==> src/sv/wpm_pkg.sv <==
// ----------------------------------------------------------------------------
// wpm_pkg: shared types and constants of the wildcard pattern matcher
// Pattern bound, position widths, command and queue operation codes, and the
// layout of one queue entry passed from the front end to the back end.
// ----------------------------------------------------------------------------
package wpm_pkg;

    // pattern storage bound and derived widths
    localparam int PATTERN_MAX = 16;
    localparam int POS_W       = PATTERN_MAX + 1;
    localparam int LEN_W       = $clog2(PATTERN_MAX + 1);
    localparam int IDX_W       = $clog2(PATTERN_MAX);

    // active set after a rearm: only position zero
    localparam logic [POS_W-1:0] REARM_SET = POS_W'(1);

    // decoupling queue, depth is a power of two
    localparam int QUEUE_DEPTH = 2;
    localparam int QPTR_W      = $clog2(QUEUE_DEPTH);
    localparam int QCNT_W      = $clog2(QUEUE_DEPTH + 1);

    // special pattern bytes
    localparam logic [7:0] SYM_STAR = 8'h2A;
    localparam logic [7:0] SYM_ANY  = 8'h2E;

    typedef enum logic [1:0] {
        CMD_CLEAR   = 2'd0,
        CMD_APPEND  = 2'd1,
        CMD_SUBJECT = 2'd2,
        CMD_END     = 2'd3
    } cmd_t;

    typedef enum logic [1:0] {
        OP_REARM  = 2'd0,
        OP_STEP   = 2'd1,
        OP_FINISH = 2'd2
    } op_t;

    // one classified item, as the back end consumes it
    typedef struct packed {
        op_t              op;
        logic             overflow;
        logic [LEN_W-1:0] len;
        logic [POS_W-1:0] star;
        logic [POS_W-1:0] hit;
    } qentry_t;

    // queue head status towards the back end
    typedef struct packed {
        logic    valid;
        qentry_t entry;
    } qhead_t;

endpackage

==> src/sv/wpm_front.sv <==
// ----------------------------------------------------------------------------
// wpm_front: command intake and classification
// Holds the pattern, its length and the overflow flag. Every accepted beat
// becomes one queue entry: a rearm, a step with its per-position hit and star
// masks, or a finish carrying the length and overflow flag.
// ----------------------------------------------------------------------------
module wpm_front (
    input  logic             clk,
    input  logic             rst_n,
    input  logic             s_axis_tvalid,
    output logic             s_axis_tready,
    input  logic [7:0]       s_axis_tdata,   // [7:0] symbol
    input  logic [1:0]       s_axis_tuser,   // [1:0] command
    input  logic             q_full,
    output logic             q_push,
    output wpm_pkg::qentry_t q_entry
);
    import wpm_pkg::*;

    logic [7:0]       pattern_reg [PATTERN_MAX];
    logic [LEN_W-1:0] len_reg;
    logic [LEN_W-1:0] len_next;
    logic             overflow_reg;
    logic             overflow_next;

    cmd_t             cmd;
    logic             accept;
    logic             room;
    logic [POS_W-1:0] star_mask;
    logic [POS_W-1:0] hit_mask;

    assign cmd           = cmd_t'(s_axis_tuser);
    assign s_axis_tready = !q_full;
    assign accept        = s_axis_tvalid && !q_full;
    assign room          = len_reg < LEN_W'(PATTERN_MAX);

    // per-position star and hit masks for the stored prefix
    always_comb
    begin
        star_mask = '0;
        hit_mask  = '0;
        for (int p = 0; p < PATTERN_MAX; p++)
        begin
            if (LEN_W'(p) < len_reg)
            begin
                if (pattern_reg[p] == SYM_STAR)
                    star_mask[p] = 1'b1;
                else if (pattern_reg[p] == SYM_ANY || pattern_reg[p] == s_axis_tdata)
                    hit_mask[p] = 1'b1;
            end
        end
    end

    // pattern length and overflow update
    always_comb
    begin
        len_next      = len_reg;
        overflow_next = overflow_reg;
        if (accept)
        begin
            unique case (cmd)
                CMD_CLEAR:
                begin
                    len_next      = '0;
                    overflow_next = 1'b0;
                end
                CMD_APPEND:
                begin
                    if (room)
                        len_next = len_reg + LEN_W'(1);
                    else
                        overflow_next = 1'b1;
                end
                default:
                begin
                end
            endcase
        end
    end

    // entry build
    always_comb
    begin
        q_push            = accept;
        q_entry.overflow  = overflow_reg;
        q_entry.len       = len_reg;
        q_entry.star      = star_mask;
        q_entry.hit       = hit_mask;
        unique case (cmd)
            CMD_SUBJECT: q_entry.op = OP_STEP;
            CMD_END:     q_entry.op = OP_FINISH;
            default:     q_entry.op = OP_REARM;
        endcase
    end

    always_ff @(posedge clk or negedge rst_n)
    begin
        if (!rst_n)
        begin
            len_reg      <= '0;
            overflow_reg <= 1'b0;
        end
        else
        begin
            len_reg      <= len_next;
            overflow_reg <= overflow_next;
        end
    end

    // pattern byte store, no reset
    always_ff @(posedge clk)
    begin
        if (accept && cmd == CMD_APPEND && room)
            pattern_reg[len_reg[IDX_W-1:0]] <= s_axis_tdata;
    end

endmodule

==> src/sv/wpm_queue.sv <==
// ----------------------------------------------------------------------------
// wpm_queue: short entry queue between front and back end
// Small flip-flop fifo; the head is visible combinationally to the back end.
// ----------------------------------------------------------------------------
module wpm_queue (
    input  logic             clk,
    input  logic             rst_n,
    input  logic             push,
    input  wpm_pkg::qentry_t push_entry,
    output logic             full,
    input  logic             pop,
    output wpm_pkg::qhead_t  head
);
    import wpm_pkg::*;

    qentry_t           slot_reg [QUEUE_DEPTH];
    logic [QPTR_W-1:0] wr_ptr_reg;
    logic [QPTR_W-1:0] wr_ptr_next;
    logic [QPTR_W-1:0] rd_ptr_reg;
    logic [QPTR_W-1:0] rd_ptr_next;
    logic [QCNT_W-1:0] count_reg;
    logic [QCNT_W-1:0] count_next;
    logic              do_push;
    logic              do_pop;

    assign full       = count_reg == QCNT_W'(QUEUE_DEPTH);
    assign head.valid = count_reg != '0;
    assign head.entry = slot_reg[rd_ptr_reg];
    assign do_push    = push && !full;
    assign do_pop     = pop && head.valid;

    // pointer and fill count update
    always_comb
    begin
        wr_ptr_next = do_push ? wr_ptr_reg + QPTR_W'(1) : wr_ptr_reg;
        rd_ptr_next = do_pop  ? rd_ptr_reg + QPTR_W'(1) : rd_ptr_reg;
        count_next  = count_reg;
        if (do_push && !do_pop)
            count_next = count_reg + QCNT_W'(1);
        else if (do_pop && !do_push)
            count_next = count_reg - QCNT_W'(1);
    end

    always_ff @(posedge clk or negedge rst_n)
    begin
        if (!rst_n)
        begin
            wr_ptr_reg <= '0;
            rd_ptr_reg <= '0;
            count_reg  <= '0;
        end
        else
        begin
            wr_ptr_reg <= wr_ptr_next;
            rd_ptr_reg <= rd_ptr_next;
            count_reg  <= count_next;
        end
    end

    // entry storage
    always_ff @(posedge clk)
    begin
        if (do_push)
            slot_reg[wr_ptr_reg] <= push_entry;
    end

endmodule

==> src/sv/wpm_back.sv <==
// ----------------------------------------------------------------------------
// wpm_back: active-set engine and result register
// Applies star closure and one subject step per entry to the bit-parallel
// active set, and loads the result register on each finish.
// ----------------------------------------------------------------------------
module wpm_back (
    input  logic            clk,
    input  logic            rst_n,
    input  wpm_pkg::qhead_t head,
    output logic            pop,
    output logic            m_axis_tvalid,
    input  logic            m_axis_tready,
    output logic [7:0]      m_axis_tdata    // [0] matched, [1] pattern_overflow
);
    import wpm_pkg::*;

    logic [POS_W-1:0] active_reg;
    logic [POS_W-1:0] active_next;
    logic             out_valid_reg;
    logic             out_valid_next;
    logic             matched_reg;
    logic             matched_next;
    logic             overflow_reg;
    logic             overflow_next;

    logic             slot_free;
    logic [POS_W-1:0] gen;
    logic [POS_W-1:0] fill;
    logic [POS_W-1:0] closed;

    // star closure as a carry chain: active stars generate, stars propagate
    assign gen    = active_reg & head.entry.star;
    assign fill   = (head.entry.star + gen) ^ head.entry.star ^ gen;
    assign closed = active_reg | fill;

    assign slot_free = !out_valid_reg || m_axis_tready;
    assign pop       = head.valid && (head.entry.op != OP_FINISH || slot_free);

    // active set and result update
    always_comb
    begin
        active_next    = active_reg;
        out_valid_next = out_valid_reg && !m_axis_tready;
        matched_next   = matched_reg;
        overflow_next  = overflow_reg;
        if (pop)
        begin
            unique case (head.entry.op)
                OP_REARM:
                    active_next = REARM_SET;
                OP_STEP:
                    active_next = (closed & head.entry.star)
                                | ((closed & head.entry.hit) << 1);
                OP_FINISH:
                begin
                    active_next    = REARM_SET;
                    out_valid_next = 1'b1;
                    matched_next   = closed[head.entry.len];
                    overflow_next  = head.entry.overflow;
                end
                default:
                begin
                end
            endcase
        end
    end

    always_ff @(posedge clk or negedge rst_n)
    begin
        if (!rst_n)
        begin
            active_reg    <= REARM_SET;
            out_valid_reg <= 1'b0;
        end
        else
        begin
            active_reg    <= active_next;
            out_valid_reg <= out_valid_next;
        end
    end

    // result payload
    always_ff @(posedge clk)
    begin
        matched_reg  <= matched_next;
        overflow_reg <= overflow_next;
    end

    assign m_axis_tvalid = out_valid_reg;
    assign m_axis_tdata  = {6'b0, overflow_reg, matched_reg};

endmodule

==> src/sv/wildcard_pattern_matcher_core.sv <==
// ----------------------------------------------------------------------------
// wildcard_pattern_matcher_core: whole-string glob matcher
// Input beats carry a command in s_axis_tuser (clear pattern, append pattern
// byte, subject byte, end of subject) and a byte in s_axis_tdata. In the
// pattern '.' matches any byte and '*' any run of bytes, empty runs included.
// Only an end-of-subject beat produces an output beat, with the whole-subject
// match bit and the sticky pattern overflow flag; the active set is then
// rearmed. Clear and append beats also rearm it.
// One beat is taken every cycle while the queue is not full. The front end
// turns each beat into a queue entry in the cycle it arrives; the back end
// retires one entry a cycle, a finish only while the output slot is free,
// applying a carry-chain star closure and a bit-parallel step to the active
// set. A finish passes through a queue slot, then the output register, to
// m_axis_tvalid. When the receiver stalls, the result waits in the output
// register, the two-entry queue absorbs further beats and s_axis_tready
// drops only once the queue is full. Reset empties the pattern, clears the
// overflow flag, the queue and the output valid flag and arms position zero;
// pattern bytes keep no reset value and are read only once written.
module wildcard_pattern_matcher_core (
    input  logic       clk,
    input  logic       rst_n,
    input  logic       s_axis_tvalid,
    output logic       s_axis_tready,
    input  logic [7:0] s_axis_tdata,    // [7:0] symbol
    input  logic [1:0] s_axis_tuser,    // [1:0] command
    output logic       m_axis_tvalid,
    input  logic       m_axis_tready,
    output logic [7:0] m_axis_tdata     // [0] matched, [1] pattern_overflow, rest zero
);
    import wpm_pkg::*;

    logic    q_full;
    logic    q_push;
    logic    q_pop;
    qentry_t q_entry;
    qhead_t  q_head;

    // beat intake and classification
    wpm_front u_front (
        .clk           (clk),
        .rst_n         (rst_n),
        .s_axis_tvalid (s_axis_tvalid),
        .s_axis_tready (s_axis_tready),
        .s_axis_tdata  (s_axis_tdata),
        .s_axis_tuser  (s_axis_tuser),
        .q_full        (q_full),
        .q_push        (q_push),
        .q_entry       (q_entry)
    );

    // decoupling queue
    wpm_queue u_queue (
        .clk        (clk),
        .rst_n      (rst_n),
        .push       (q_push),
        .push_entry (q_entry),
        .full       (q_full),
        .pop        (q_pop),
        .head       (q_head)
    );

    // active-set engine and result register
    wpm_back u_back (
        .clk           (clk),
        .rst_n         (rst_n),
        .head          (q_head),
        .pop           (q_pop),
        .m_axis_tvalid (m_axis_tvalid),
        .m_axis_tready (m_axis_tready),
        .m_axis_tdata  (m_axis_tdata)
    );

endmodule
==> config.mk <==
export PLATFORM = sky130hd
export DESIGN_NAME = wildcard_pattern_matcher_core
export DESIGN_NICKNAME = d
export VERILOG_FILES = /design/src/sv/wpm_pkg.sv /design/src/sv/wpm_front.sv /design/src/sv/wpm_queue.sv /design/src/sv/wpm_back.sv /design/src/sv/wildcard_pattern_matcher_core.sv
export SDC_FILE = /design/constraint.sdc
export NUM_CORES = 1
export LEC_CHECK = 0
export ABC_AREA = 1
export BUFFER_PORTS_ARGS = -buffer_cell sky130_fd_sc_hd__buf_4
export CAP_MARGIN = 20
export CORE_MARGIN = 4
export CORE_UTILIZATION = 37
export CTS_CLUSTER_SIZE = 8
export DETAILED_ROUTE_END_ITERATION = 16
export PLACE_DENSITY = 0.52
export SYNTH_ARGS = -nofsm -noshare
export SYNTH_HDL_FRONTEND = slang
export SYNTH_SLANG_ARGS = --single-unit
==> constraint.sdc <==
create_clock -name clk -period 2.9 [get_ports clk]
set_input_delay 0.58 -clock clk [delete_from_list [all_inputs] [get_ports clk]]
set_output_delay 0.58 -clock clk [all_outputs]
set_load 0.01 [all_outputs]
==> impl_metrics.csv <==
group,metric,value,unit
power,p_per_area,820,nW/um^2
timing,timing.final.crit_share,83.9,%
worst_setup_path,start_kind,"flop",
clock_network,cts_htree_levels,2,
synth,ys.flop_type,"edfxtp_1",
clock_network,post_cts_resized,0,
routing,wl_per_cell,18.0,um
synth,seq_area_frac_synth,59.9,%
die,core,30900,um^2
placement,dp_hpwl,20.4,mm
synth,synth-seq-cells,238,
clock_network,numClockSinks,238,
clock_network,cts_tree,"done",
timing,fmax,411,MHz
power,swShare,33.2,%
die,fp.dieW,186,um
power,leakage,5.21,nW
die,start_util,37.9,%
power,p_int,7.35,mW
synth,synth_area,11700,um^2
global_route,grt_pass1_vias,8396,
timing,setup_viol,0,
worst_setup_path,crit_arrival,2.68,ns
worst_setup_path,path_class,"reg -> reg",
die,die_area,34500,um^2
synth,synth.distinct_cells,57,
layout,nets,1238,
routing,postRouteAntennaNets,0,
global_route,antenna_found_initial,0,
synth,synthTopCellsByArea,"edfxtp_1 54%, nand2_1 8.9%, dfrtp_1 5.8%",
timing,finalMaxSlewViolations,0,
worst_setup_path,path_cells,"inv_2, o21ai_0, nand2_1, nor2_2, nand2_1, nand2_1, a21boi_1, nand3_1, nand2_1, nand2_1, nor2_1, nand2_1, nand2_1, nand2_1, nand2_1, nand2_1",
routing,drc,0,
synth,syn-mean-instance-area,10.1,um^2
global_route,overflow,0,
layout,largest_reg_flops,128,
synth,synth_edf_count,210,
synth,async_flop_share,11.8,%
worst_setup_path,cp_data_required_time,3.14,ns
clock_network,post_cts_buffers,0,
placement,io_buffer_count,17,
synth,yosysTopAreaCell,"edfxtp_1",
layout,n_antenna_cell,0,
min_path,hp-class,"in -> async",
layout,stdcell_count,1634,
clock_network,clkSlewWorstSetupHoldPaths,0.05,ns
die,die_h,186,um
clock_network,root_buffer,"clkbuf_16",
timing,hold_viol,0,
clock_network,numCtsBuffers,35,
worst_setup_path,slowest_delay,0.42,ns
routing,via_per_inst,5.07,
power,switchingPower,3.65,mW
global_route,grt_max_degree,48,
routing,drt_iter0_drc,637,
power,combPwrFrac,26.6,%
timing,skew,0.0163,ns
synth,yosys_warnings,0,
routing,first_pass_iters,5,
routing,wirelength,29.5,mm
layout,layout_common_cells,"279 x nand2_1, 210 x edfxtp_1, 120 x inv_1",
routing,dr_total_vias,8279,
power,power.total,11.0,mW
synth,syn_inst,1156,
timing,setup_tns,0,ns
worst_setup_path,crit_family,"simple AND/OR/NAND/NOR gates",
die,pin_count,24,
worst_setup_path,crit_fanout,25,
power,pwr-share-seq,40.9,%
flow_run,cap_violations,0,
placement,dp_cells,1578,
worst_setup_path,critPathSlowestCell,"dfrtp_2",
layout,final_util,43.4,%
timing,layout_min_cycle_time,2.43,ns
outcome,outcome,"finished, final reports clean",
worst_setup_path,cpMostUsedCell,"nand2_1",
synth,synth_top_area_share,53.9,%
global_route,grt_usage,17.3,%
power,irDropWorstVdd,0.000428,V
timing,rsz0062_at_grt,"false",
layout,areaGrowthSynthToFinish,14.7,%
clock_network,clk_path_buf_depth,3,
layout,final_common_cell,"nand2_1",
timing,relSlewSlack,49.9,%
timing,worstMarginPinSlew,0.748,ns
layout,layout-drive-gt1-share,13.4,%
clock_network,hold_buffers,0,
global_route,grt_pass1_wl,46.5,mm
worst_setup_path,cp-end-kind,"flop",
timing,holdWs,0.0297,ns
die,core.rowCount,64,
placement,place_congestion,0.883,
worst_setup_path,timing.critical_path.buf_inv,1,
power,clkPwrFrac,32.6,%
clock_network,clk_latency,0.49,ns
synthesized netlist by cell type, types with 9 or more instances:
library cell	instances
o21ai_0	23
buf_4	10
nand4_1	33
nor2_1	105
nand2_1	279
a22oi_1	9
xor2_1	10
xnor2_1	54
nand3_1	39
inv_1	120
or2_2	28
nor4_1	20
nor3_1	25
a21oi_1	26
clkbuf_1	14
dfrtp_1	27
edfxtp_1	210
worst reg2reg max path: stages (launching register included):
cell      delay, ns
dfrtp_2        0.42
inv_2          0.38
o21ai_0        0.30
nand2_1        0.16
nor2_2         0.06
nand2_1        0.05
nand2_1        0.06
a21boi_1       0.13
nand3_1        0.16
nand2_1        0.09
nand2_1        0.05
nor2_1         0.08
nand2_1        0.06
nand2_1        0.06
nand2_1        0.04
nand2_1        0.05
nand2_1        0.05
final timing paths:
check / startpoint / end / slack (ns) / cells after the start
worst max-delay path: u_queue.rd_ptr_reg / u_back.matched_reg / 0.47 / 16
min in group clk: m_axis_tready / u_back.m_axis_tvalid / 0.28 / 2
worst min-delay path: rst_n / u_back.active_reg[7] / 0.03 / 1
max in group asynchronous: rst_n / u_back.active_reg[0] / 2.52 / 1
worst max register to register: u_queue.rd_ptr_reg / u_back.matched_reg / 0.47 / 16
worst min register to register: u_front.overflow_reg / u_queue.slot_reg[0][37] / 0.51 / 0
power by group through the flow:
| stage | Combinational (mW) | Sequential, mW | Clock [mW] |
|---|---|---|---|
| 2_1_floorplan | 2.14 | 4.49 | 0 |
| 4_1_cts | 2.95 | 4.49 | 3.68 |
| 6_report | 2.92 | 4.49 | 3.58 |
| 3_3_place_gp | 2.96 | 4.55 | 0 |
| 3_5_place_dp | 2.94 | 4.55 | 0 |
| 5_1_grt | 3.29 | 4.53 | 3.84 |
per-stage QoR:
stage	area, um^2	setup WS, ns
after global routing	13400	0.163
after detailed placement	12500	0.302
after floorplan	11700	0.0695
final	13400	0.466
after CTS	13400	0.458
after global placement	12500	0.271
kinds of logic after synthesis:
| group | Yosys count | share of synthesized area [%] |
|---|---|---|
| adders and majority gates | 5 | 0.535 |
| buffers and inverters | 163 | 5.93 |
| other | 1 | 0.0320 |
| AOI/OAI and AO/OA | 117 | 6.70 |
| DFF | 238 | 59.9 |
| and+or+nand+nor | 565 | 21.9 |
| xor gates and xnor gates | 64 | 4.79 |
| muxes | 3 | 0.257 |
area by class of cell:
type / count / area, um^2
multi-input cells: 760 / 4030
inverters: 126 / 473
flip-flops and latches: 238 / 7010
repair buffers: 58 / 448
clock inverters: 1 / 8.76
clock buffers: 55 / 951
fillers: 2986 / 17500
well taps: 396 / 495
layer usage:
metal	global-route usage, %	share of wire [%]	vias up
met4	4.66	2.1	0
met3	2.60	4.8	51
met1	24.5	47	3941
li1	-	-	4073
met2	28.0	46	214
met5	0	0	-
Note: power is estimated with default switching activity, not from simulation.
